===== src/hdl/householder_qr_decomposer_macros.svh =====
// ----------------------------------------------------------------------------
// householder_qr_decomposer_macros
// Assertion macros shared by the QR decomposer RTL.
// ----------------------------------------------------------------------------
`ifndef HOUSEHOLDER_QR_DECOMPOSER_MACROS_SVH
`define HOUSEHOLDER_QR_DECOMPOSER_MACROS_SVH

// Same-cycle implication, sampled on clk, off during reset.
`define HQR_ASSERT_IMP(label, ante, cons, msg) \
    label: assert property (@(posedge clk) disable iff (!rst_n) (ante) |-> (cons)) \
        else $error(msg);

// Next-cycle implication, sampled on clk, off during reset.
`define HQR_ASSERT_NXT(label, ante, cons, msg) \
    label: assert property (@(posedge clk) disable iff (!rst_n) (ante) |=> (cons)) \
        else $error(msg);

`endif


===== src/hdl/hqr_ram.sv =====
// ----------------------------------------------------------------------------
// hqr_ram
// Generic single-write, single-read RAM with registered read data.
// ----------------------------------------------------------------------------
module hqr_ram #(
    parameter int WIDTH = 32,
    parameter int DEPTH = 32
) (
    input  logic                     clk,
    input  logic                     we,
    input  logic [$clog2(DEPTH)-1:0] waddr,
    input  logic [WIDTH-1:0]         wdata,
    input  logic [$clog2(DEPTH)-1:0] raddr,
    output logic [WIDTH-1:0]         rdata
);

    logic [WIDTH-1:0] mem [DEPTH];

    always_ff @(posedge clk)
    begin
        if (we)
        begin
            mem[waddr] <= wdata;
        end
        rdata <= mem[raddr];
    end

endmodule


===== config.mk =====
export PLATFORM = sky130hd
export DESIGN_NAME = hqr_ram
export DESIGN_NICKNAME = d
export VERILOG_FILES = /design/src/hdl/householder_qr_decomposer_macros.svh /design/src/hdl/hqr_ram.sv
export SDC_FILE = /design/constraint.sdc
export NUM_CORES = 1
export LEC_CHECK = 0
export BUFFER_PORTS_ARGS = -buffer_cell sky130_fd_sc_hd__buf_2
export CAP_MARGIN = 5
export CORE_UTILIZATION = 40
export CTS_BUF_LIST = sky130_fd_sc_hd__clkbuf_8
export CTS_CLUSTER_DIAMETER = 80
export DETAILED_ROUTE_END_ITERATION = 10
export GPL_ROUTABILITY_DRIVEN = 0
export SLEW_MARGIN = 20
export SYNTH_ARGS = -nofsm -noshare
export SYNTH_HDL_FRONTEND = slang
export SYNTH_SLANG_ARGS = --single-unit

===== constraint.sdc =====
create_clock -name clk -period 3.4 [get_ports clk]
set_clock_uncertainty 0.1 [all_clocks]
set_input_delay 0.17 -clock clk [delete_from_list [all_inputs] [get_ports clk]]
set_output_delay 0.17 -clock clk [all_outputs]
set_load 0.05 [all_outputs]

; After elaboration in Yosys (flattened, before gate mapping)
; Memory sizes are Yosys's and may differ from the RTL's. A register that Yosys moved wholly into a read port is not among the register bits.
; Cells that the tools add are included.
[word_totals]
n_memories = 1
output_inout_bits = 32
register_bits = 0
input_bits = 44
ram_bits = 1024
elab_cells = 3
[op_classes]
n_mux = 2
[mem_list]
columns = memory, depth, word_bits, rd, rd_clocked_by_memory_dff, write_ports, line_no
row1 = mem, 32, 32, 1, 1, 1, hqr_ram.sv:17  ; logic [WIDTH-1:0] mem [DEPTH];
[ops]
columns = cell, n
row1 = 1-bit 2-to-1 mux, 2

; Logic depth before layout (Yosys ltp)
; Gate-level depths: netlist of run 1.
[logic_depth]
word_depth = 2
mapped_depth = 8
mapped_depth_nobuf = 5

; Worst setup path after synthesis of run 1
; Ideal clock, no wire load.
[synth_path]
kind = input to register
from = in waddr[1]
to = mem mem[12][0] (enable)
setup_time_ns = 0.421
stages = 3
slack_ns = 0.696
path_buffers = 1
t_arrival_ns = 2.183
t_required_ns = 2.879
path_cell_list = or3b_2 clkbuf_1 nor2_1
[synth_rtl]
columns = element, line_no
row1 = "start, declared", hqr_ram.sv:11  ; input logic [$clog2(DEPTH)-1:0] waddr,
row2 = "end, declared", hqr_ram.sv:17
; Straight into the memory's write port.

==> results of run 1 <==
-- stage by stage --
stage | setup slack [ns] | hold slack [ns] | util, % | instances
after floorplan | 0.696 | 0.169 | - | 2260
after global placement | 0.817 | 0.503 | 42.9 | 3579
after detailed placement | 0.834 | 0.489 | 42.9 | 3579
after CTS | 0.560 | 0.0217 | 46.4 | 3926
after global routing | 0.457 | 0.0739 | 46.4 | 3928
final | 0.503 | 0.0896 | 46.4 | 3928
-- final cells by class --
class	instances	share of cell area [%]
Sequential cell	1056	67.5
Multi-Input combinational cell	1077	18.5
Clock buffer	176	5.21
Timing Repair Buffer	192	3.76
Tap cell	1298	3.49
Clock inverter	127	1.51
Antenna cell	2	0.0108
-- logic make-up after synthesis --
kind of cell	after synthesis	synth area share, %
mux	512	12.7
compound gates	288	4.85
flops	1056	77.5
buf+inv	127	1.86
simple gates	277	3.10
-- routing by layer --
metal  wire, um  track usage (%)  vias to the layer above
li1           -                -                     9474
met1      43500             26.4                    11100
met2      48200             31.3                      682
met3       5510             3.41                      137
met4       1660             5.50                        0
met5          0                0                        -
-- sequential cells by signal (all words and copies together), names as in the netlist --
name / cells
mem: 1024
rdata: 32
-- Yosys cell counts --
cell      count
or3b_2        3
edfxtp_1   1024
clkbuf_1     46
nor2b_1       1
dfxtp_1      32
nand3_1      98
nand2b_1      2
or2_2         1
buf_4        33
nor2_1       34
nand3b_1      5
a22oi_1      96
a22o_1       64
nor3_1       32
or3_1         1
buf_2        26
and2_1        1
nand2_1      98
mux2i_1     512
a21oi_1      96
clkbuf_4      2
buf_1         5
a31oi_1      32
buf_6        15
and2b_1       1
-- worst min-delay path, cell delays in order --
cell	delay, ns
buf_2	0.16
or3b_2	0.32
nor2_4	0.15
-- how the worst max path moves through the flow --
stage	cells after the start	endpoint
global route	10	rdata[28]
detailed placement	7	rdata[8]
finish	10	rdata[28]
floorplan	3	mem[12][0]
CTS	10	rdata[28]
global placement	7	rdata[8]
-- power breakdown --
| part | internal (W) | switching, W |
|---|---|---|
| sequential | 0.0145 | 0.0000825 |
| clock | 0.00519 | 0.00492 |
| combinational | 0.000482 | 0.00111 |
-- timing repair --
item	in CTS	in global routing
endpoints found under the setup margin	0	0
hold endpoints to repair	1049	0
hold buffers	44	0
==> flow_summary_export.csv, run 1 <==
group,metric,value,unit
detailed_routing,postRouteAntennaNets,0,
yosys,yosys.area.top_type,"edfxtp_1",
yosys,synth.top_cell.area_share,76.0,%
place,place_area,0.0429,mm2
detailed_routing,drt-pass1-iter-count,7,
power,cellPowerDensity,565,mW/mm2
clock_tree,cts_setup_buffers,0,
critical_path,startpoint_type,"input port",
floorplanning,io_pins,76,
critical_path,cp_cell_sequence,"dlygate4sd3_1 > buf_2 > nor2_4 > dlygate4sd3_1 > buf_12 > buf_4 > a22o_1 > nor3_1 > a31oi_1 > nand3_1",
critical_path,worstReg2RegStart,"mem[7][6]",
critical_path,rr_endpoint,"rdata[6]",
hold_path,hold_end,"mem[17][5]",
grt,first_global_vias,21700,
cells_and_area,layout_common_cells,"edfxtp_1 (1,024), mux2i_1 (512), clkbuf_8 (176), nand3_1 (98), nand2_1 (97)",
clock_tree,clock-sinks,1056,
sta,drv_slew,0,
critical_path,cp-end-kind,"register",
detailed_routing,wirelength,99.0,mm
place,portBuffers,75,
critical_path,crit_path_start,"raddr[1]",
yosys,syn-instance-count,2260,
sta,rsz0062_at_grt,"false",
floorplanning,die_area,0.102,mm2
detailed_routing,post_drt_wl_per_cell,25.2,um
clock_tree,cts_tree,"yes",
power,p_leak,16.4,nW
clock_tree,htreeDepth,4,
critical_path,worstPathMaxFanout,21,
job,maxCapViolCount,0,
detailed_routing,drt_iter0_drc,1734,
cells_and_area,multi_input_area,0.00861,mm2
floorplanning,die_height,320,um
critical_path,cpMostUsedCell,"dlygate4sd3_1",
cells_and_area,layout_commonest_cell,"edfxtp_1",
critical_path,required,4.00,ns
yosys,yosys_warnings,0,
clock_tree,ctsRootBufferMaster,"clkbuf_8",
sta,finalCritPeriodShare,85.2,%
detailed_routing,vias,21400,
sta,relSlewSlack,22.9,%
critical_path,path_buf_inv,5,
yosys,syn-num-nets,2304,
critical_path,critical_path.top_delay_family,"buffers and inverters",
yosys,synth_seq_cells,1056,
yosys,netlist_area,0.0405,mm2
sta,final_hold_viol_count,0,
sta,worstMarginPinSlew,1.15,ns
clock_tree,cts_resized,0,
floorplanning,die-width,320,um
hold_path,hold_class,"input port to register",
detailed_routing,drcViolationCount,0,
sta,setup_viol_count_final,0,
critical_path,r2r_setup_slack,1.62,ns
yosys,synth-seq-area-share,77.5,%
sta,finalSetupTns,0,ns
clock_tree,clock_latency,0.84,ns
clock_tree,cts_buffer_depth,3,
cells_and_area,fill_cells,8498,
power,irDropWorstVdd,0.259,mV
cells_and_area,drive_above_1_share,15.3,%
grt,grt_pass1_wl,144,mm
critical_path,critPathArrivalTime,3.50,ns
place,dpl.hpwl,55.1,mm
critical_path,slowest_stage,"dlygate4sd3_1",
floorplanning,start_util,40.4,%
status,status,"completed",
critical_path,r2r_cells,5,
sta,min_period,2.90,ns
cells_and_area,nNetsFinal,2540,
yosys,synth_area_leaders,"edfxtp_1 (76%), mux2i_1 (13%), a22oi_1 (1.8%)",
floorplanning,rows,116,
yosys,synth_cell_types,25,
cells_and_area,ff_latch_area,0.0314,mm2
detailed_routing,viasPerCell,5.45,
grt,grt_antenna_before_repair,2,
grt,overflow,0,
grt,track_usage,19.2,%
cells_and_area,syn2layout_area_growth,14.9,%
critical_path,cp_slowest_stage_delay,0.91,ns
hold_path,holdPathStages,3,
sta,fmax,0.345,GHz
yosys,synth_area_per_cell,17.9,um2
hold_path,holdCritStartpoint,"waddr[4]",
critical_path,crit_type,"input port to register",
floorplanning,core,0.100,mm2
clock_tree,cts-buffers-inserted,169,
grt,grt_max_degree,71,
clock_tree,path_clk_slew,0.06,ns
power,p_total,0.0263,W
cells_and_area,final_cell_area,0.0465,mm2
Power figures use the tool's default switching activity.
==> inputs of run 2 (changes only) <==
ABC_AREA = 1   (was unset)
REMOVE_ABC_BUFFERS = 1   (was unset)
==> run 2 against run 1 <==
Largest cell class unchanged. First-iteration DRC count increased by 59%. Non-clock buffer count increased by 21. Register-to-register slack got worse by 0.63 ns. Worst hold slack improved by 0.032 ns. Highest routed layer unchanged. Sequential cell count unchanged. Worst setup slack got worse by 0.17 ns.
==> flow_summary_export.csv, run 2 <==
group,metric,value,unit
sta,finalCritPeriodShare,90.3,%
yosys,synth_top_flop_cell,"edfxtp_1",
grt,grt_pass1_wl,171,mm
detailed_routing,drt_iter0_drc,2761,
yosys,synth_most_common_cell,"nand2_1",
grt,grt_max_degree,128,
clock_tree,cts_resized,0,
critical_path,crit_type,"input port to register",
grt,first_global_vias,26500,
sta,setup_viol_count_final,0,
yosys,netlist_area,0.0424,mm2
clock_tree,cts-buffers-inserted,168,
critical_path,required,4.01,ns
hold_path,hold_class,"input port to register",
cells_and_area,layout_common_cells,"nand2_1 (1,440), edfxtp_1 (1,024), nand3_1 (780), clkbuf_8 (181), buf_2 (71)",
grt,overflow,0,
yosys,synth-seq-area-share,74.0,%
clock_tree,path_clk_slew,0.06,ns
cells_and_area,largest_register,"mem",
cells_and_area,syn2layout_area_growth,12.8,%
detailed_routing,wirelength,114,mm
clock_tree,cts_setup_buffers,0,
critical_path,critPathArrivalTime,3.68,ns
floorplanning,die_area,0.107,mm2
yosys,synth_edf_count,1024,
power,cellPowerDensity,550,mW/mm2
detailed_routing,post_drt_wl_per_cell,21.9,um
floorplanning,rows,119,
clock_tree,ctsRootBufferMaster,"clkbuf_8",
cells_and_area,fin_cells,5227,
sta,final_hold_viol_count,0,
cells_and_area,largest_reg_flops,1024,
power,irDropWorstVdd,0.289,mV
place,dpl.hpwl,59.2,mm
cells_and_area,fill_cells,9529,
floorplanning,die_height,328,um
yosys,synthArstFlopShare,0,%
power,clock_power_share,37.6,%
clock_tree,htreeDepth,4,
detailed_routing,drcViolationCount,0,
place,portBuffers,75,
power,combPwrFrac,7.2,%
clock_tree,clock_latency,0.85,ns
sta,relSlewSlack,22.8,%
job,maxCapViolCount,0,
cells_and_area,nNetsFinal,3745,
place,post-place-ws,1.12,ns
yosys,synth_area_leaders,"edfxtp_1 (73%), nand2_1 (13%), nand3_1 (9.2%)",
yosys,synth_seq_cells,1056,
clock_tree,clock-sinks,1056,
power,switchingPower,0.00644,W
power,power_frac_seq,55.3,%
detailed_routing,drt-pass1-iter-count,6,
yosys,yosys.area.top_type,"edfxtp_1",
sta,layout_setup_ws,0.331,ns
sta,min_period,3.07,ns
sta,fmax,0.326,GHz
grt,track_usage,21.5,%
clock_tree,cts_tree,"yes",
yosys,synth_area_per_cell,12.0,um2
sta,worstMarginPinSlew,1.16,ns
yosys,syn-instance-count,3536,
critical_path,r2r_setup_slack,0.99,ns
critical_path,startpoint_type,"input port",
floorplanning,die-width,328,um
yosys,synth_cell_types,14,
floorplanning,io_pins,76,
clock_tree,cts_hold_buf,48,
power,p_leak,17.6,nW
grt,grt_antenna_before_repair,4,
place,dp_cells,4874,
cells_and_area,top_regs,"mem: 1024 flops, rdata: 32 flops",
sta,drv_slew,0,
sta,finalSetupTns,0,ns
detailed_routing,viasPerCell,5.22,
detailed_routing,postRouteAntennaNets,0,
status,status,"completed",
floorplanning,core,0.105,mm2
yosys,synth.top_cell.area_share,72.5,%
yosys,ys_top_cells_by_count,"nand2_1 (1,440), edfxtp_1 (1,024), nand3_1 (780)",
floorplanning,start_util,40.3,%
cells_and_area,layout_commonest_cell,"nand2_1",
sta,rsz0062_at_grt,"false",
yosys,yosys_warnings,0,
clock_tree,cts_buffer_depth,3,
detailed_routing,vias,27300,
power,p_sw_share,24.5,%
cells_and_area,drive_above_1_share,10.7,%
critical_path,cp-end-kind,"register",
power,p_int,0.0199,W
critical_path,worstPathMaxFanout,78,
==> run 2: cell types whose count changed in the layout (fill, tap and decap cells not counted), sizes merged, moves of 4 or more <==
cell / change
a31oi: -32
nand2: +1342
inv: +6
bufinv: -5
nand3: +682
mux2i: -512
clkbuf: +5
a22oi: -96
buf: +17
a21oi: -96
a22o: -64
nor3: -32
dlygate4sd3: +4
nand3b: -5
==> run 2: path summary, 6_finish.rpt <==
check | cells past startpoint | startpoint | to
max | 13 | raddr[1] | rdata[2]
min | 4 | waddr[3] | mem[17][24]
max reg2reg | 10 | mem[17][2] | rdata[2]
min reg2reg | 8 | mem[6][8] | rdata[8]
==> run 2: power groups by stage <==
stage | registers, W | logic (W) | clock network [W]
final | 0.0145 | 0.00188 | 0.00988
after global routing | 0.0146 | 0.00207 | 0.0106
after CTS | 0.0145 | 0.00189 | 0.0101
after global placement | 0.0148 | 0.00182 | 0
after floorplan | 0.0150 | 0.000743 | 0
after detailed placement | 0.0148 | 0.00184 | 0
==> run 2: final cells by class <==
type	instances	area (um2)	share of cell area, %
antenna	2	5.00	0.0105
clock buffer	181	2490	5.21
clock inverter	122	554	1.16
inverter	10	67.6	0.141
multi-input combinational	2252	9670	20.2
sequential	1056	31400	65.6
tap	1391	1740	3.64
timing repair buffer	213	1900	3.97
==> run 2: cell families (layout without fill, tap and decap cells) <==
| family | Yosys count | in the layout | synth area share [%] |
|---|---|---|---|
| other | 0 | 2 | 0 |
| flip-flops | 1056 | 1056 | 74.0 |
| buffers and inverters | 228 | 526 | 3.74 |
| AND/OR/NAND/NOR | 2252 | 2252 | 22.2 |
==> run 2: metal layers <==
metal  vias to the layer above  track usage [%]  wire, um
met5                         -                0         0
met4                         0             6.21      2440
met3                       184             3.57      8280
met2                      1075             34.3     54000
met1                     13400             30.2     49800
li1                      12700                -         -
==> run 2: critical path, stage by stage <==
cell and delay (ns):
dlygate4sd3_1 0.57, buf_8 0.19, inv_8 0.49, buf_4 0.46, nand3_1 0.12, nand3_1 0.11
nand2_1 0.09, nand2_1 0.06, nand2_1 0.05, nand2_1 0.06, dlygate4sd3_1 0.57, nand2_1 0.05
dlygate4sd3_1 0.54
==> run 2: per-stage QoR <==
stage	hold slack [ns]	utilization (%)	cell area, um2	power, W
3_3_place_gp	0.541	42.1	44300	0.0166
6_report	0.122	45.4	47800	0.0263
2_1_floorplan	0.169	-	40900	0.0157
5_1_grt	0.0992	45.4	47800	0.0272
4_1_cts	0.0396	45.4	47800	0.0265
3_5_place_dp	0.541	42.1	44300	0.0167
